<file path="src/ssp_pkg.sv">
// Shared types and constants of the servo status packet parser.
// No dependencies; imported by every module of the block.
package ssp_pkg;

	typedef struct packed {
		logic       cmd;
		logic [7:0] rx_byte;
	} ssp_in_t;

	typedef struct packed {
		logic [2:0] status;
		logic [7:0] servo_id;
		logic [7:0] servo_error;
		logic [4:0] param_count;
		logic [3:0] param_index;
		logic [7:0] param_byte;
		logic       last;
	} ssp_out_t;

	typedef enum logic [2:0] {
		ST_OK      = 3'd0,
		ST_NOREPLY = 3'd1,
		ST_TIMEOUT = 3'd2,
		ST_INVALID = 3'd3,
		ST_SERVO   = 3'd4,
		ST_BADSUM  = 3'd5
	} status_t;

	typedef enum logic [3:0] {
		PH_HEAD1,
		PH_HEAD2,
		PH_ID,
		PH_LEN,
		PH_ERR,
		PH_PARAM,
		PH_CHK,
		PH_READ,
		PH_EMIT
	} phase_t;

	localparam logic [7:0] HEADER_BYTE  = 8'hFF;
	localparam logic [7:0] LEN_OVERHEAD = 8'd2;

	// Controller to datapath.
	typedef struct packed {
		logic    load_id;
		logic    load_len;
		logic    add_err;
		logic    store_param;
		logic    restart;
		logic    emit_fail;
		status_t fail_status;
		logic    emit_ok;
		logic    burst_start;
		logic    burst_emit;
	} ssp_cmd_t;

	// Datapath to controller.
	typedef struct packed {
		logic out_free;
		logic timeout;
		logic byte_ff;
		logic byte_zero;
		logic len_ok;
		logic exp_zero;
		logic params_done;
		logic sum_ok;
		logic burst_last;
	} ssp_stat_t;

endpackage

</file>
<file path="src/ssp_ctrl.sv">
// Packet phase state machine of the servo status packet parser.
// Depends on ssp_pkg; drives commands into ssp_datapath.
module ssp_ctrl (
	input  logic              clk,
	input  logic              arst_n,
	input  logic              item_valid,
	input  ssp_pkg::ssp_stat_t stat,
	output ssp_pkg::ssp_cmd_t  cmd,
	output logic              ready
);
	import ssp_pkg::*;

	phase_t state_q;
	phase_t state_d;

	always_ff @(posedge clk or negedge arst_n) begin
		if (!arst_n) begin
			state_q <= PH_HEAD1;
		end else begin
			state_q <= state_d;
		end
	end

	always_comb begin
		state_d         = state_q;
		cmd             = '0;
		cmd.fail_status = ST_OK;
		ready           = 1'b0;
		case (state_q)
			PH_READ: begin
				// wait for the store read
				state_d = PH_EMIT;
			end
			PH_EMIT: begin
				if (stat.out_free) begin
					cmd.burst_emit = 1'b1;
					if (stat.burst_last) begin
						cmd.restart = 1'b1;
						state_d     = PH_HEAD1;
					end else begin
						state_d = PH_READ;
					end
				end
			end
			default: begin
				ready = stat.out_free;
				if (item_valid && stat.out_free) begin
					if (stat.timeout) begin
						cmd.emit_fail = 1'b1;
						cmd.restart   = 1'b1;
						state_d       = PH_HEAD1;
						case (state_q)
							PH_HEAD1: cmd.fail_status = ST_NOREPLY;
							PH_CHK:   cmd.fail_status = ST_BADSUM;
							default:  cmd.fail_status = ST_TIMEOUT;
						endcase
					end else begin
						case (state_q)
							PH_HEAD1: begin
								if (stat.byte_ff) begin
									state_d = PH_HEAD2;
								end else begin
									cmd.emit_fail   = 1'b1;
									cmd.fail_status = ST_INVALID;
									cmd.restart     = 1'b1;
									state_d         = PH_HEAD1;
								end
							end
							PH_HEAD2: begin
								if (stat.byte_ff) begin
									state_d = PH_ID;
								end else begin
									cmd.emit_fail   = 1'b1;
									cmd.fail_status = ST_INVALID;
									cmd.restart     = 1'b1;
									state_d         = PH_HEAD1;
								end
							end
							PH_ID: begin
								cmd.load_id = 1'b1;
								state_d     = PH_LEN;
							end
							PH_LEN: begin
								if (stat.len_ok) begin
									cmd.load_len = 1'b1;
									state_d      = PH_ERR;
								end else begin
									cmd.emit_fail   = 1'b1;
									cmd.fail_status = ST_INVALID;
									cmd.restart     = 1'b1;
									state_d         = PH_HEAD1;
								end
							end
							PH_ERR: begin
								if (stat.byte_zero) begin
									cmd.add_err = 1'b1;
									state_d     = stat.exp_zero ? PH_CHK : PH_PARAM;
								end else begin
									cmd.emit_fail   = 1'b1;
									cmd.fail_status = ST_SERVO;
									cmd.restart     = 1'b1;
									state_d         = PH_HEAD1;
								end
							end
							PH_PARAM: begin
								cmd.store_param = 1'b1;
								if (stat.params_done) begin
									state_d = PH_CHK;
								end
							end
							PH_CHK: begin
								if (!stat.sum_ok) begin
									cmd.emit_fail   = 1'b1;
									cmd.fail_status = ST_BADSUM;
									cmd.restart     = 1'b1;
									state_d         = PH_HEAD1;
								end else if (stat.exp_zero) begin
									cmd.emit_ok = 1'b1;
									cmd.restart = 1'b1;
									state_d     = PH_HEAD1;
								end else begin
									cmd.burst_start = 1'b1;
									state_d         = PH_READ;
								end
							end
							default: begin
								cmd.restart = 1'b1;
								state_d     = PH_HEAD1;
							end
						endcase
					end
				end
			end
		endcase
	end

endmodule

</file>
<file path="src/ssp_datapath.sv">
// Datapath of the servo status packet parser: packet fields, checksum,
// parameter store and result register. Depends on ssp_pkg; driven by ssp_ctrl.
module ssp_datapath #(
	parameter int MAX_PARAMS = 16
) (
	input  logic               clk,
	input  logic               arst_n,
	input  ssp_pkg::ssp_in_t   item,
	input  ssp_pkg::ssp_cmd_t  cmd,
	output ssp_pkg::ssp_stat_t stat,
	output logic               result_valid,
	input  logic               result_stall,
	output ssp_pkg::ssp_out_t  result
);
	import ssp_pkg::*;

	localparam int CNT_W = $clog2(MAX_PARAMS + 1);
	localparam int IDX_W = (MAX_PARAMS > 1) ? $clog2(MAX_PARAMS) : 1;

	logic [7:0]       id_q;
	logic [7:0]       sum_q;
	logic [CNT_W-1:0] exp_q;
	logic [CNT_W-1:0] rcv_q;
	logic [CNT_W-1:0] k_q;
	logic [7:0]       store_q [MAX_PARAMS];
	logic [7:0]       rd_q;
	logic             out_valid_q;
	ssp_out_t         out_q;

	logic [7:0]       b;
	logic [7:0]       n8;
	logic [CNT_W+4:0] cnt_ext;
	logic [CNT_W+4:0] k_ext;
	logic             load_out;
	ssp_out_t         out_d;

	assign b       = item.rx_byte;
	assign n8      = b - LEN_OVERHEAD;
	assign cnt_ext = (CNT_W + 5)'(exp_q);
	assign k_ext   = (CNT_W + 5)'(k_q);

	assign stat.out_free    = !out_valid_q || !result_stall;
	assign stat.timeout     = item.cmd;
	assign stat.byte_ff     = (b == HEADER_BYTE);
	assign stat.byte_zero   = (b == 8'd0);
	assign stat.len_ok      = ({1'b0, n8} <= 9'(MAX_PARAMS));
	assign stat.exp_zero    = (exp_q == '0);
	assign stat.params_done = ((rcv_q + CNT_W'(1)) == exp_q);
	assign stat.sum_ok      = (b == ~sum_q);
	assign stat.burst_last  = ((k_q + CNT_W'(1)) == exp_q);

	assign load_out = cmd.emit_fail || cmd.emit_ok || cmd.burst_emit;

	always_comb begin
		out_d             = '0;
		out_d.status      = cmd.emit_fail ? cmd.fail_status : ST_OK;
		out_d.servo_id    = id_q;
		out_d.servo_error = (cmd.emit_fail && cmd.fail_status == ST_SERVO) ? b : 8'd0;
		out_d.param_count = cnt_ext[4:0];
		out_d.param_index = cmd.burst_emit ? k_ext[3:0] : 4'd0;
		out_d.param_byte  = cmd.burst_emit ? rd_q : 8'd0;
		out_d.last        = cmd.burst_emit ? stat.burst_last : 1'b1;
	end

	always_ff @(posedge clk or negedge arst_n) begin
		if (!arst_n) begin
			id_q        <= '0;
			sum_q       <= '0;
			exp_q       <= '0;
			rcv_q       <= '0;
			k_q         <= '0;
			out_valid_q <= 1'b0;
		end else begin
			if (cmd.load_id) begin
				id_q  <= b;
				sum_q <= b;
			end
			if (cmd.load_len) begin
				exp_q <= n8[CNT_W-1:0];
				rcv_q <= '0;
				sum_q <= sum_q + b;
			end
			if (cmd.add_err) begin
				sum_q <= sum_q + b;
			end
			if (cmd.store_param) begin
				sum_q <= sum_q + b;
				rcv_q <= rcv_q + CNT_W'(1);
			end
			if (cmd.burst_start) begin
				k_q <= '0;
			end
			if (cmd.burst_emit && !cmd.restart) begin
				k_q <= k_q + CNT_W'(1);
			end
			if (cmd.restart) begin
				id_q  <= '0;
				sum_q <= '0;
				exp_q <= '0;
				rcv_q <= '0;
				k_q   <= '0;
			end
			if (load_out) begin
				out_valid_q <= 1'b1;
			end else if (!result_stall) begin
				out_valid_q <= 1'b0;
			end
		end
	end

	// parameter store: one write port, one registered read port
	always_ff @(posedge clk) begin
		if (cmd.store_param) begin
			store_q[rcv_q[IDX_W-1:0]] <= b;
		end
		rd_q <= store_q[k_q[IDX_W-1:0]];
	end

	always_ff @(posedge clk) begin
		if (load_out) begin
			out_q <= out_d;
		end
	end

	assign result_valid = out_valid_q;
	assign result       = out_q;

endmodule

</file>
<file path="src/servo_status_packet_parser.sv">
// Top level of the servo status packet parser.
// Depends on ssp_pkg, ssp_ctrl and ssp_datapath.
//
// Usage:
//   item channel (item_valid / item_stall / item): one received reply byte
//   per transfer, or a receive-timeout event when item.cmd is set.
//   result channel (result_valid / result_stall / result): status results.
//   A packet is 0xFF 0xFF id length error params checksum.
//   A failure (no reply, timeout, invalid, servo error, bad checksum) gives
//   one result, visible the cycle after the byte that causes it.
//   A good packet with no parameters gives one result likewise. A good packet
//   with parameters gives one result per parameter after the checksum
//   transfer, each after a registered read of the parameter store
//   (PH_READ, then PH_EMIT). Bytes that cause no result stall nothing.
//   The item side stalls while the parameter burst is sent and while a held
//   result blocks the result register.
//   When result_stall is high the result register holds its value, and
//   bytes are taken only once the register frees up.
//   Reset (arst_n low) returns the parser to waiting for the first header and
//   drops any pending result. The parameter store needs no clearing.
module servo_status_packet_parser #(
	parameter int MAX_PARAMS = 16
) (
	input  logic              clk,
	input  logic              arst_n,
	input  logic              item_valid,
	output logic              item_stall,
	input  ssp_pkg::ssp_in_t  item,
	output logic              result_valid,
	input  logic              result_stall,
	output ssp_pkg::ssp_out_t result
);
	import ssp_pkg::*;

	ssp_cmd_t  cmd;
	ssp_stat_t stat;
	logic      ready;

	// phase tracking and sequencing of the parameter burst
	ssp_ctrl u_ctrl (
		.clk        (clk),
		.arst_n     (arst_n),
		.item_valid (item_valid),
		.stat       (stat),
		.cmd        (cmd),
		.ready      (ready)
	);

	// packet fields, checksum, parameter store, result register
	ssp_datapath #(
		.MAX_PARAMS (MAX_PARAMS)
	) u_dp (
		.clk          (clk),
		.arst_n       (arst_n),
		.item         (item),
		.cmd          (cmd),
		.stat         (stat),
		.result_valid (result_valid),
		.result_stall (result_stall),
		.result       (result)
	);

	// stall the byte stream whenever the controller cannot take a transfer
	assign item_stall = !ready;

endmodule

</file>
<file path="config.mk">
export PLATFORM = sky130hd
export DESIGN_NAME = servo_status_packet_parser
export DESIGN_NICKNAME = d
export VERILOG_FILES = /design/src/ssp_pkg.sv /design/src/ssp_ctrl.sv /design/src/ssp_datapath.sv /design/src/servo_status_packet_parser.sv
export SDC_FILE = /design/constraint.sdc
export NUM_CORES = 1
export LEC_CHECK = 0
export ABC_AREA = 1
export BUFFER_PORTS_ARGS = -buffer_cell sky130_fd_sc_hd__buf_2
export CAP_MARGIN = 20
export CORE_MARGIN = 3
export CORE_UTILIZATION = 55
export CTS_BUF_LIST = sky130_fd_sc_hd__clkbuf_16
export DETAILED_ROUTE_END_ITERATION = 16
export PLACE_DENSITY_LB_ADDON = 0.15
export SLEW_MARGIN = 20
export SYNTH_ARGS = -nofsm -noshare
export SYNTH_HDL_FRONTEND = slang
export SYNTH_SLANG_ARGS = --single-unit
</file>
<file path="constraint.sdc">
create_clock -name clk -period 2.5 [get_ports clk]
set_input_delay 0.5 -clock clk [delete_from_list [all_inputs] [get_ports clk]]
set_output_delay 0.5 -clock clk [all_outputs]
set_load 0.02 [all_outputs]
</file>
After elaboration in Yosys (flattened, before gate mapping)

Memories as Yosys holds them, arrays and structs flattened. A register that Yosys moved wholly into a read port is not among the register bits.
Cells that the tools add are included.

Memories: 1
Register bits after elaboration: 73
Input bits: 13
Word-level logic and storage cells: 122
RAM bits: 128
Output and inout port bits: 39

Add/sub/neg operators: 4
Muxes and demuxes: 62
Bitwise operators: 1
Equal/unequal tests: 16
Magnitude comparators: 1
Reduce and logical (&&, ||, !) cells: 23

Memory list:

| memory       | depth | width | read ports | clocked after memory_dff | wr ports | RTL line           | text |
|---|---|---|---|---|---|---|---|
| u_dp.store_q | 16    | 8     | 1          | 1                        | 1        | ssp_datapath.sv:25 | `logic [7:0] store_q [MAX_PARAMS];` |

Operators with widths:

| kind                                                                             | number |
|---|---|
| 5-bit 2-to-1 mux                                                                 | 12 |
| 8-bit 2-to-1 mux                                                                 | 6 |
| 4-bit 2-to-1 mux                                                                 | 8 |
| 4-bit case mux with 7 select lines                                               | 1 |
| 1-bit 2-to-1 mux                                                                 | 19 |
| 4-bit by 3-bit equality test with 1-bit output, second input constant            | 4 |
| 4-bit case mux with 4 select lines                                               | 1 |
| 3-bit 2-to-1 mux                                                                 | 4 |
| 11-bit 2-to-1 mux                                                                | 1 |
| 5-bit by 1-bit adder with 5-bit output, second input constant                    | 2 |
| 5-bit equality test                                                              | 2 |
| 2-bit 2-to-1 mux                                                                 | 5 |
| 3-bit nonzero test                                                               | 3 |
| 8-bit adder                                                                      | 1 |
| 4-bit by 2-bit equality test with 1-bit output, second input constant            | 2 |
| 8-bit equality test                                                              | 1 |
| 8-bit equality test, second input constant                                       | 1 |
| 8-bit by 5-bit less-or-equal comparator with 1-bit output, second input constant | 1 |
| 8-bit logical NOT                                                                | 1 |
| 8-bit NOT                                                                        | 1 |
| 4-bit case mux with 2 select lines                                               | 1 |
| 8-bit by 2-bit subtractor with 8-bit output, second input constant               | 1 |
| 6-bit 2-to-1 mux                                                                 | 1 |
| 3-bit case mux with 2 select lines                                               | 1 |
| other kinds (16)                                                                 | 27 |

Longest topological paths before layout

Gate-level depths: netlist of the first run.

Word-level depth: 12
Gate-level depth with buffers: 13
Gate-level depth less buffers: 13

Modules after synthesis

A second synthesis of the first run with hierarchy kept.

Cells, all modules: 878
Area, all modules: 9188.8 um^2

Modules (own cells, without submodules):

| module                     | sequential area each (um^2) | instances | area an instance (um^2) | cells each |
|---|---|---|---|---|
| ssp_datapath               | 5915.7                      | 1         | 8613.3                  | 774 |
| ssp_ctrl                   | 100.1                       | 1         | 571.8                   | 103 |
| servo_status_packet_parser | 0.0                         | 1         | 3.8                     | 1 |

Worst setup path after synthesis of the first run

OpenSTA, ideal clock, no wires.

Path type: input port to flip-flop
From: in item[2] in the netlist's numbering
To: reg u_dp.out_q, in the netlist u_dp.result[0] (enable)
Library setup time: 0.512 ns
Path buffers: 0
Stages: 8
Data arrival time: 2.137 ns
Required time: 1.988 ns
Path slack: -0.149 ns
Cells stage by stage: ha_1 nand2_1 nor2_1 nand3_1 nand2_1 nand3_1 o21ai_0 nand2_1

Word-level cells in the longest chain between the ends: 9
Elaborated cells on any way between the ends: 18
Classes of those cells: add/sub (1); order compare (1); eq/ne (2); mux (11); reduce/logical (3)

Ends and longest elaborated chain:

| element                                                   | RTL line                         | text |
|---|---|---|
| from (decl)                                               | servo_status_packet_parser.sv:28 | `input ssp_pkg::ssp_in_t item,` |
| 8-bit by 2-bit subtractor with 8-bit output               | ssp_datapath.sv:38               | `assign n8 = b - LEN_OVERHEAD;` |
| 8-bit by 5-bit less-or-equal comparator with 1-bit output | ssp_datapath.sv:46               | `assign stat.len_ok = ({1'b0, n8} <= 9'(MAX_PARAMS));` |
| 5-bit 2-to-1 mux                                          | ssp_ctrl.sv:84                   | `if (stat.len_ok) begin` |
| 4-bit case mux with 4 select lines                        | ssp_ctrl.sv:58                   | `case (state_q)` |
| 5-bit 2-to-1 mux                                          | ssp_ctrl.sv:48                   | `if (stat.timeout) begin` |
| 11-bit 2-to-1 mux (*)                                     | ssp_ctrl.sv:47                   | `if (item_valid && stat.out_free) begin` |
| 6-bit 2-to-1 mux (*)                                      | ssp_ctrl.sv:29                   | `case (state_q)` |
| 1-bit logical OR (*) (2 in a row)                         | ssp_datapath.sv:52               | `assign load_out = cmd.emit_fail \|\| cmd.emit_ok \|\| cmd.burst_emit;` |
| via u_dp.load_out                                         | ssp_datapath.sv:34               | `logic load_out;` |
| to (signal assigned)                                      | ssp_datapath.sv:121              | `out_q <= out_d;` |
| to (decl)                                                 | ssp_datapath.sv:28               | `ssp_out_t out_q;` |

The timed path passes the listed nets; every way through them passes the cells marked *.
A chain may end at the register's enable or synchronous reset.

Final worst setup path of the first run

From: reg u_dp.sum_q[2]
To: reg u_dp.out_q, in the netlist u_dp.result[10] (enable)

Word-level cells in the longest chain between the ends: 9
Elaborated cells on any way between the ends: 12
Classes of those cells: eq/ne (1); mux (8); bitwise (1); reduce/logical (2)

Ends and longest elaborated chain:

| element                                                                | RTL line           | text |
|---|---|---|
| from (decl)                                                            | ssp_datapath.sv:21 | `logic [7:0] sum_q;` |
| from (signal assigned)                                                 | ssp_datapath.sv:81 | `sum_q <= sum_q + b;` |
| from (signal assigned)                                                 | ssp_datapath.sv:84 | `sum_q <= sum_q + b;` |
| from (signal assigned)                                                 | ssp_datapath.sv:87 | `sum_q <= sum_q + b;` |
| 8-bit NOT (*)                                                          | ssp_datapath.sv:49 | `assign stat.sum_ok = (b == ~sum_q);` |
| 8-bit equality test (*)                                                | ssp_datapath.sv:49 |  |
| 4-bit 2-to-1 mux or 2-bit 2-to-1 mux (tied branches)                   | ssp_ctrl.sv:112    | `if (!stat.sum_ok) begin` |
| 4-bit case mux with 4 select lines or 2-bit 2-to-1 mux (tied branches) | ssp_ctrl.sv:58     |  |
| 5-bit 2-to-1 mux or 2-bit 2-to-1 mux (tied branches)                   | ssp_ctrl.sv:48     |  |
| 11-bit 2-to-1 mux (*)                                                  | ssp_ctrl.sv:47     |  |
| 6-bit 2-to-1 mux (*)                                                   | ssp_ctrl.sv:29     |  |
| 1-bit logical OR (*) (2 in a row)                                      | ssp_datapath.sv:52 |  |
| via u_dp.load_out                                                      | ssp_datapath.sv:34 |  |

Marks and branches as above.

==> summary.md, run 1 <==
Setup repair after global routing left no endpoint under its margin. The number of nets with antenna violations after routing is 0. The estimated wirelength of the detail-placed design was 15200 um; the fraction of the mapped netlist area in compound gates was 0.104. For the final database, setup skew stands at 0.00823 ns. The multiplexer share of the synthesized area was 0. By area the synthesized netlist is led by edfxtp_1, dfrtp_1, nand2_1, nor2_1, o21ai_0. The post-synthesis share of cell area spent on full adders, half adders and majority gates was 0.0198. For the distinct cell type count after synthesis, the log shows 43.

Dividing the synthesized area by the synthesized cell count gives 10.6 sq um. The logs give 66 for the maximum number of pins on one net before global-route repair and 0.651 for the sequential share of the synthesized area. The biggest area contributor in the post-synthesis netlist is edfxtp_1. The largest individual stage delay along the critical path comes from the cell dfrtp_1. Initial antenna violation count: 1.

Relative to the synthesized area, the layout overhead comes to 15.6%. The count of buffers added on input and output ports is 51. The min-delay analysis places its worst path in the category in2async. The core box area is 16200 sq um. In this run, synthesis produced a sequential element count of 209. The maximum fanout encountered on the critical timing path is 37, and the placement-stage worst setup slack is -0.0214 ns.

The kind of critical path is reg2reg. Setup violations remaining at the end of the flow were counted as 0. The total nets after synthesis is 898, and the later-pin clock latency in the skew report is 0.49 ns.

Share of flip-flops with an asynchronous set or reset: 0.172. The count of maximum capacitance violations was 0. The number of buffers created by CTS came out at 21. The flow ran to the end, and the final reports show no timing, DRC or antenna violations. TritonCTS built the clock tree.

The headroom to the max-slew limit came out at 0.415. Area fraction in and, or, nand and nor cells after synthesis: 0.171. The cell sitting at the root of the clock tree is a clkbuf_16.

Final worst-path setup slack: 0.226 ns. The worst-case IR drop observed on VDD is 0.655 mV. Dividing the detail-routed wire length by the instance count gives 18.7 um.

The number of global-route vias before repair is 6363, and the deepest level of the CTS H-tree is 1. The tools report the post-CTS resize count as 0. After routing, the total negative slack on setup checks comes to 0 ns.

The logs give 1289 for the number of fillers in the final layout and 0.243 for the aggregate global-route resource usage. The worst setup path is captured at a register. Routability-driven placement finished with a final weighted congestion of 0.911. Based on the critical path, the design can be clocked at up to 0.440 GHz.

The synthesized design contains 165 enable-type register cells. The first routing iteration left 596 violations. The number of sinks on the clock net was 209; the quantity of hold-fixing buffers added after cts was 0.

For the pin with the worst max-slew slack, the measured transition is 0.878 ns. The utilization after layout was 0.660; the data arrival time at the worst-slack endpoint was 2.51 ns. The count of antenna diodes in the layout came out at 0.

Largest family of logic cells by synthesized area: simple AND/OR/NAND/NOR gates. The kind of cell adding the most delay to the critical path was simple AND/OR/NAND/NOR gates. For this block, the routed nets add up to 22200 um of wire.

The iteration count of the initial detailed-routing pass is 5. Power spread over the standard cell area amounts to 670 nW/um^2. Layout cell share with drive strength beyond 1: 0.160. Summing every instance area after synthesis gives 9240 sq um.

For the count of endpoints failing hold in the final timing report, the log shows 0. The worst register-to-register path has a depth of 9. The average vias per placed instance came out at 5.78. The beginning of the worst register-to-register path is u_dp.sum_q[2]. The tools report the worst-case clock buffer depth as 3. The area of the die is 18400 sq um, and the number of max-slew violations in the final report is 0. The post-route fraction of the period consumed by the critical path is 0.910. The die boundary width was 136 um; the number of warnings reported in the yosys synthesis log was 0. The number of setup buffers added after CTS is 0, and the clock-pin slew on the worst setup and hold paths is 0.06 ns. In the final design database the tool counted 985 nets.

The most used flip-flop cell after synthesis is edfxtp_1. 52 I/O pins were placed. Starting utilization of the core area: 0.571. The routed layout has 6874 vias. The tools report the post-route DRC violation count as 0.

The clock period minus final worst setup slack is 2.27 ns, and the global-route wire length before repair is 34600 um. The largest single stage delay on the critical path is 0.40 ns. The end of the worst register-to-register path was u_dp.result[10]. The tools report the startpoint type of the worst setup path as a register. The signal on the critical path passes through ha_1 > nand2_1 > nor2_1 > nand3_1 > nand2_1 > nand3_1 > o21ai_0 > nand2_2 > buf_12. The leakage power was 4.36 nW; the global route total overflow was 0. The required time of the critical path is 2.74 ns, and the worst setup slack for register-to-register paths is 0.23 ns. In this run the core area contains 46 standard-cell rows.

The sum of buffers and inverters on the critical path was 1; the post-synthesis xor/xnor area fraction was 0.0114. The die boundary height is 136 um, and the area share of the largest cell type after synthesis is 0.536. For the number of standard cells after synthesis, the log shows 871.
[layout by cell type, fill, tap and decap left out, drive strengths merged]
cell	instances
inv	75
and2	1
bufinv	2
o211ai	2
nand4	22
buf	94
nor2	144
clkbuf	22
or2	1
nor3	8
a22oi	3
dfxtp	8
edfxtp	165
ha	13
xnor2	3
a31oi	1
nand3b	1
o22ai	38
a21oi	29
clkinv	9
fa	1
o21ai	97
o21bai	1
nand2	147
nand3	41
dfrtp	36
xor2	9
[layer usage]
layer	up-vias	global-route usage	share of wire
met5	-	0	0.00031
met4	2	0.0515	0.017
met3	43	0.0520	0.11
met2	348	0.362	0.43
met1	3269	0.373	0.45
li1	3212	-	-
[metrics by stage]
stage	instance area (sq um)	instances	power [mW]	hold slack [ns]
5_1_grt	10700	1189	7.37	0.179
3_3_place_gp	10000	1151	4.18	0.439
6_report	10700	1189	7.16	0.119
4_1_cts	10700	1189	7.21	0.149
2_1_floorplan	9240	871	4.03	0.204
3_5_place_dp	10000	1151	4.19	0.431
[how the worst max path moves through the flow]
stage | startpoint | to | slack (ns) | depth (start not counted)
6_report | u_dp.sum_q[2] | u_dp.result[10] | 0.23 | 9
4_1_cts | u_dp.sum_q[2] | u_dp.result[10] | 0.26 | 9
2_1_floorplan | item[2] | u_dp.result[0] | 0.17 | 8
5_1_grt | u_dp.sum_q[2] | u_dp.result[9] | 0.02 | 9
3_3_place_gp | item[2] | u_dp.result[5] | -0.02 | 10
3_5_place_dp | item[2] | u_dp.result[4] | -0.02 | 10
[cells by family (layout without fill, tap and decap cells)]
group	after synthesis	count (layout)
AOI/OAI and AO/OA	171	171
xor gates and xnor gates	12	12
adders and majority gates	14	14
buffers and inverters	100	202
DFF	209	209
and+or+nand+nor	365	365
[cell usage after synthesis (2+ instances only)]
master	n
nand2_2	4
xor2_1	9
dfxtp_1	8
edfxtp_1	165
nor2_1	140
o21ai_1	5
clkbuf_1	25
xnor2_1	3
nand3_1	39
inv_2	4
o22ai_1	38
nor2_2	3
o21ai_0	90
buf_2	3
nand2_1	141
a22oi_1	3
a21oi_2	10
ha_1	13
dfrtp_1	36
inv_1	63
nand4_1	21
o211ai_1	2
a21oi_1	19
o21ai_2	2
nor3_1	7
[flip-flops by register name, summed over array words and instances, names as in the netlist]
signal             count
u_dp.exp_q             5
u_dp.id_q              8
u_dp.k_q               5
u_dp.rcv_q             5
u_ctrl.state_q         4
u_dp.result           37
u_dp.store_q         128
u_dp.result_valid      1
u_dp.rd_q              8
u_dp.sum_q             8
[worst register-to-register path: stages (launching register included)]
cell and delay, ns:
dfrtp_1 0.40, ha_1 0.39, nand2_1 0.08, nor2_1 0.10, nand3_1 0.21, nand2_1 0.17
nand3_1 0.09, o21ai_0 0.27, nand2_2 0.11, buf_12 0.19
[area by class of cell]
type | instances | area (sq um) | share of cell area
Multi-Input combinational cell | 562 | 2830 | 0.265
Sequential cell | 209 | 6020 | 0.563
Tap cell | 216 | 270 | 0.0253
Timing Repair Buffer | 94 | 616 | 0.0576
Inverter | 70 | 267 | 0.0250
Clock inverter | 16 | 125 | 0.0117
Clock buffer | 22 | 551 | 0.0516
[report_power, final]
group	internal [mW]	switching, mW
clock network	1.80	1.25
registers	3.79	0.00837
logic	0.0837	0.230
(Power assumes the default switching activity.)
==> run 2, diff against run 1 <==
--- a/config.mk
+++ b/config.mk
@@ -12,7 +12,7 @@
 export CORE_UTILIZATION = 55
 export CTS_BUF_LIST = sky130_fd_sc_hd__clkbuf_16
 export DETAILED_ROUTE_END_ITERATION = 16
-export PLACE_DENSITY_LB_ADDON = 0.15
+export PLACE_DENSITY = 0.81
 export SLEW_MARGIN = 20
 export SYNTH_ARGS = -nofsm -noshare
 export SYNTH_HDL_FRONTEND = slang
==> run 2 against run 1 <==
Largest cell class unchanged. Critical endpoint is now u_dp.result[4]. Hold slack improved by 0.19 ns. Global-route usage decreased by 0.56 points. Sequential power hardly changed. Critical path type unchanged.
==> summary.md, run 2 (synthesized netlist as in run 1, its figures left out) <==
The tools report the maximum resistive drop on vdd as 0.530 mV. The floorplan step defined a die boundary enclosing 18400 sq um. Power comes to 7.13 mW. The die is 136 um tall. For flop-to-flop paths, the worst setup slack is 0.29 ns. The number of max-slew violations in the final report came out at 0. Once the clock tree was built, the setup fixing pass inserted 0 buffers.

Detailed placement ended at an HPWL of 14700 um. Kind of critical path: reg2reg. The placed cell area came out at 10000 sq um.

The die is 136 um wide. CTS saw 209 sinks. The library cells used most frequently in the layout, excluding fill and tap cells, are edfxtp_1, nor2_1, nand2_1. The end of the worst register-to-register path was u_dp.result[4].

At the worst endpoint, the required time is 2.75 ns. After floorplanning, the core was divided into 46 placement rows. Iteration count of the initial detailed-routing pass: 5.

Gates resized during post-CTS repair numbered 0. TritonCTS built the clock tree. The area growth from synthesis to layout is 15.6%. The deepest level of the CTS H-tree was 1; the maximum fanout encountered on the critical timing path was 37. The origin of the worst setup path was u_dp.sum_q[5].

No sink is reached through more buffers than the 3 on the longest clock path. The net count of the finished layout is 989. The average vias per placed instance is 5.74. Summing all non-filler instances in the final layout gives an area of 10700 sq um.

The length in cells of the worst reg-to-reg path was 9. STA classifies the critical path startpoint as a register. The initial antenna violation count was 0; the number of nets with antenna violations after routing was 0. Count of maximum capacitance violations: 0. The number of buffers created by CTS came out at 21. In the final timing run, aggregate negative setup slack is 0 ns. The count of antenna diodes in the layout is 0. The flow ran to the end, and the final reports show no timing, DRC or antenna violations. The number of global-route vias before repair was 6409; the starting utilization of the core area was 0.571. The number of cells on the critical path works out to 9. Power spread over the standard cell area amounts to 667 nW/um^2. Clock period minus final worst setup slack: 2.21 ns. The quantity of hold-fixing buffers added after cts is 1. The tools report the later-pin clock latency in the skew report as 0.51 ns.

The critical path capture point type is a register. The count of endpoints failing hold in the final timing report is 0, and the count of buffers inserted at the top-level ports is 51. The detailed router placed 6843 vias in this run. For this block, the routed nets add up to 21700 um of wire. Summed over all layers, the global routing overflow is 0. For the final worst-path setup slack, the log shows 0.286 ns. In the final routed layout, each cell accounts on average for 18.2 um. At the pin with the least slew margin, the transition time is 0.491 ns. Leakage power: 4.36 nW.

The beginning of the worst register-to-register path is u_dp.sum_q[5]. The post-route fraction of the period consumed by the critical path was 0.886. The tightest hold path in the finished design has a slack of 0.312 ns.

The kind of cell adding the most delay to the critical path is simple AND/OR/NAND/NOR gates. Most common cell after layout, fill and taps aside: edfxtp_1. The maximum number of pins on one net before global-route repair came out at 66. On the critical path, the stage with the largest delay is an instance of dfrtp_1. The tools report the aggregate global-route resource usage as 0.238. In this run the worst hold path is classified as in2reg.

On the final layout, the worst clock skew is 0.0103 ns. Setup violations remaining at the end of the flow were counted as 0. The most critical setup path has its endpoint at u_dp.result[4]. For this design the top-level I/O count stands at 52. The critical path goes through ha_1 > nand2_1 > nor2_1 > nand3_1 > nand2_1 > nand3_1 > o21ai_0 > nand2_2 > buf_12. The tools report the number of DRC markers after the initial detailed-route iteration as 854. Setup repair after global routing left no endpoint under its margin. The sum of buffers and inverters on the critical path is 1, and the placement-stage worst setup slack is 0.0703 ns. The logs give 0.911 for the final weighted congestion in routability-driven placement and 1167 for the number of fillers in the final layout. For this run, the top clock speed supported by timing is 0.452 GHz. The global-route wire length before repair came out at 33800 um.

The headroom to the max-slew limit was 0.672; the layout cell share with drive strength beyond 1 was 0.163. The root buffer cell is clkbuf_16. For this run, the slowest stage of the critical path takes 0.38 ns.

The clock-pin slew on the worst setup and hold paths was 0.06 ns; the post-route DRC violation count was 0. Data arrives at the worst endpoint at 2.46 ns. The flip-flop count of the largest register after layout works out to 128.

For the core box area, the log shows 16200 sq um.
-- run 2: cell types whose count changed in the layout (fill, tap and decap cells not counted) --
cell | previous run | this run
dlygate4sd3_1 | 0 | 1
clkbuf_16 | 22 | 21
buf_4 | 40 | 44
buf_12 | 3 | 2
clkinv_1 | 5 | 6
inv_1 | 69 | 68
inv_8 | 0 | 1
-- run 2: through the flow --
| stage | std cells | util |
|---|---|---|
| 2_1_floorplan | 871 | - |
| 3_3_place_gp | 1154 | 0.619 |
| 3_5_place_dp | 1154 | 0.619 |
| 4_1_cts | 1193 | 0.661 |
| 5_1_grt | 1193 | 0.661 |
| 6_report | 1193 | 0.661 |
-- run 2: report_power, final --
| group | switching [mW] | leakage (nW) | internal [mW] | total (mW) |
|---|---|---|---|---|
| combinational | 0.230 | 1.93 | 0.0844 | 0.314 |
| sequential | 0.00922 | 2.08 | 3.79 | 3.80 |
| clock | 1.27 | 0.344 | 1.74 | 3.02 |
-- run 2: per-layer routing --
layer,vias to the layer above,share of wire,track usage
met5,-,0,0
met4,0,0.022,0.0717
met3,44,0.098,0.0576
met2,348,0.47,0.371
met1,3228,0.41,0.335
li1,3223,-,-
-- run 2: tightest hold or removal path, delay by kind of cell --
family,cells,cell delay [ns]
and+or+nand+nor,2,0.18
buffers and inverters,1,0.09
-- run 2: worst min path at each step --
stage / start / to / slack [ns] / cells after the start
6_report: result_stall / u_dp.result_valid / 0.31 / 3
5_1_grt: item[6] / u_dp.store_q[13][6] / 0.32 / 1
4_1_cts: result_stall / u_dp.result_valid / 0.31 / 3
3_5_place_dp: u_dp.id_q[0] / u_dp.result[26] / 0.43 / 0
3_3_place_gp: u_dp.id_q[0] / u_dp.result[26] / 0.43 / 0
2_1_floorplan: arst_n / u_ctrl.state_q[0] / 0.20 / 0
-- run 2: final cells by class --
cell class | instances | area [sq um] | area share
well taps | 216 | 270 | 0.0253
clock inverters | 17 | 136 | 0.0128
multi-input cells | 562 | 2830 | 0.265
inverters | 70 | 267 | 0.0249
flip-flops and latches | 209 | 6020 | 0.563
repair buffers | 98 | 636 | 0.0595
clock buffers | 21 | 526 | 0.0492
==> run 3, diff against run 2 <==
--- a/config.mk
+++ b/config.mk
@@ -9,10 +9,10 @@
 export BUFFER_PORTS_ARGS = -buffer_cell sky130_fd_sc_hd__buf_2
 export CAP_MARGIN = 20
 export CORE_MARGIN = 3
-export CORE_UTILIZATION = 55
+export CORE_UTILIZATION = 28
 export CTS_BUF_LIST = sky130_fd_sc_hd__clkbuf_16
 export DETAILED_ROUTE_END_ITERATION = 16
-export PLACE_DENSITY = 0.81
+export PLACE_DENSITY = 0.49
 export SLEW_MARGIN = 20
 export SYNTH_ARGS = -nofsm -noshare
 export SYNTH_HDL_FRONTEND = slang
==> run 3 against run 2 <==
Non-clock buffer count increased by 13. Hold slack lost 0.012 ns. Largest power group unchanged. Largest cell class unchanged. Count of clock-buffer cells in the layout increased by 1. Critical path depth stayed put. Final cell count increased by 20%. Die area grew 91%. Critical endpoint is now u_dp.result[14]. Sequential share of layout area is 2.3 points lower. Sequential cell count stayed put.
==> summary.md, run 3 (synthesized netlist as in run 1, its figures left out) <==
The flow ran to the end, and the final reports show no timing, DRC or antenna violations. Headroom to the max-slew limit: 0.645. The critical path is of the reg2reg type. The post-detailed-routing wire length was 23800 um; the aggregate global-route resource usage was 0.133. Adding up every negative setup slack in the final design gives 0 ns. The worst-case clock buffer depth was 3; the clock-pin slew on the worst setup and hold paths was 0.06 ns. Across the run, the number of max-cap violations was 0. The tools report the number of fillers in the final layout as 3261. Power spread over the standard cell area amounts to 674 nW/um^2.

The startpoint type of the worst setup path is a register. The global route total overflow was 0; the count of vias placed by the detailed router was 6519. The estimated wirelength of the detail-placed design was 17300 um; the leakage power was 4.46 nW. The tools report the placed cell area as 10400 sq um.

The run gives 0.366 mV as the maximum resistive drop on vdd. The clock arrives with 0.0129 ns of skew. The iteration count of the initial detailed-routing pass is 5, and the met3 usage is 0.0179. For the pin with the worst max-slew slack, the measured transition is 0.532 ns.

The floorplan has 65 rows. Registers take 6020 sq um. The data arrival time at the worst-slack endpoint is 2.46 ns. The number of buffers created by CTS was 22.

The count of endpoints failing hold in the final timing report was 0. The detail-routed net length per standard cell works out to 16.7 um. At the end of routability-driven placement, the weighted congestion stood at 0.856. TritonCTS built the clock tree. Slowest cell on the critical path: dfrtp_1. The required time of the critical path is 2.76 ns, and the number of nets with antenna violations after routing is 0. The first global-routing pass estimated 36900 um of wire. For the global routing met1 resource utilization, the log shows 0.187.

Leaving out fill and tap cells, the most frequent cell in the layout is edfxtp_1. The post-route fraction of the period consumed by the critical path was 0.882. Along the worst path, the maximum fanout reaches 37. The die is 188 um wide.

The tools report the area of the die as 35200 sq um. The layout cell share with drive strength beyond 1 is 0.178, and the flip-flop count of the largest register after layout is 128. STA classifies the critical path endpoint as a register.

Area of the multi-input gates: 2830 sq um. 0 antenna diodes ended up in the layout. Entering global routing, the biggest net connects 38 pins. After routing the design area is 11100 sq um. Setup violations remaining at the end of the flow were counted as 0. Most utilized layer in the global route result: met2. Number of max-slew violations in the final report: 0. The run gives 0.288 as the starting utilization of the core area. The number of global-route vias before repair was 6336. Using the TritonRoute via totals, the vias-per-cell ratio works out to 4.57. After floorplanning, the core was sized to cover 32000 sq um. Leaving out fill and tap cells, the most frequent cells in the layout are edfxtp_1, nor2_1, nand2_1. Routing usage on met2: 0.221. In the final design database the tool counted 1003 nets.

Root buffer cell: clkbuf_16. Relative to the synthesized area, the layout overhead comes to 20.5%. In this run, the number of DRC markers left after iteration 0 of detailed routing was 462. The delay of the slowest critical-path stage came out at 0.40 ns. Number of sinks on the clock net: 209. Kind of cell adding the most delay to the critical path: simple AND/OR/NAND/NOR gates. The sum of buffers and inverters on the critical path is 1. The maximum operating frequency is 0.454 GHz. The deepest level of the CTS H-tree came out at 1. Classification of the worst-slack hold path: in2reg. The clock period minus final worst setup slack was 2.20 ns; the initial antenna violation count was 1. For the later-pin clock latency in the skew report, the log shows 0.52 ns.

Walking the worst path, the cells encountered are ha_1 > nand2_1 > nor2_1 > nand3_1 > nand2_1 > nand3_1 > o21ai_0 > nand2_2 > buf_12. The die boundary height came out at 188 um. After detailed routing, the number of remaining DRC violations is 0.

Setup repair after global routing left no endpoint under its margin. The count of buffers inserted at the top-level ports came out at 51. Number of placed I/O pins: 52.
## run 3: area by class of cell
cell class,instances,area share
clock buffers,22,0.0494
flip-flops and latches,209,0.540
repair buffers,111,0.0647
inverters,70,0.0239
multi-input cells,562,0.254
clock inverters,18,0.0185
well taps,435,0.0489
## run 3: per-stage QoR
| stage | util | power, mW | cells | setup WS (ns) | hold slack (ns) |
|---|---|---|---|---|---|
| 2_1_floorplan | - | 4.03 | 871 | 0.167 | 0.204 |
| 3_3_place_gp | 0.324 | 4.21 | 1386 | 0.0668 | 0.414 |
| 5_1_grt | 0.348 | 7.77 | 1427 | 0.0985 | 0.326 |
| 6_report | 0.348 | 7.51 | 1427 | 0.296 | 0.301 |
| 4_1_cts | 0.348 | 7.58 | 1427 | 0.293 | 0.283 |
| 3_5_place_dp | 0.324 | 4.21 | 1386 | 0.0401 | 0.411 |
## run 3: where the power goes
part	switching (mW)	internal, mW	total [mW]
clock	1.35	2.03	3.38
combinational	0.236	0.0903	0.327
sequential	0.00947	3.79	3.80
## run 3: routing by layer
metal	wire length [um]	part of all wire
met1	11300	0.47
met2	11000	0.46
met3	1160	0.049
met4	323	0.014
met5	0	0
## run 3: final timing paths
check	from	end	slack (ns)	cells past startpoint
setup / recovery	u_dp.sum_q[4]	u_dp.result[14]	0.30	9
hold / removal	result_stall	u_dp.result_valid	0.30	3
setup reg to reg	u_dp.sum_q[4]	u_dp.result[14]	0.30	9
hold reg to reg	u_dp.id_q[7]	u_dp.result[33]	0.45	0
max in group asynchronous	arst_n	u_dp.rcv_q[1]	1.59	3
min in group asynchronous	arst_n	u_dp.id_q[0]	0.41	2
## run 3: tightest hold or removal path: stages
cell and delay (ns):
buf_2 0.08, nand2_2 0.08, nand3_1 0.10
## run 3: timing repair
item / 4_1_cts / 5_1_grt
gates resized for setup: 0 / 0
hold buffers: 1 / 0
buffers inserted: 0 / 0
endpoints found under the hold margin: 10 / 0
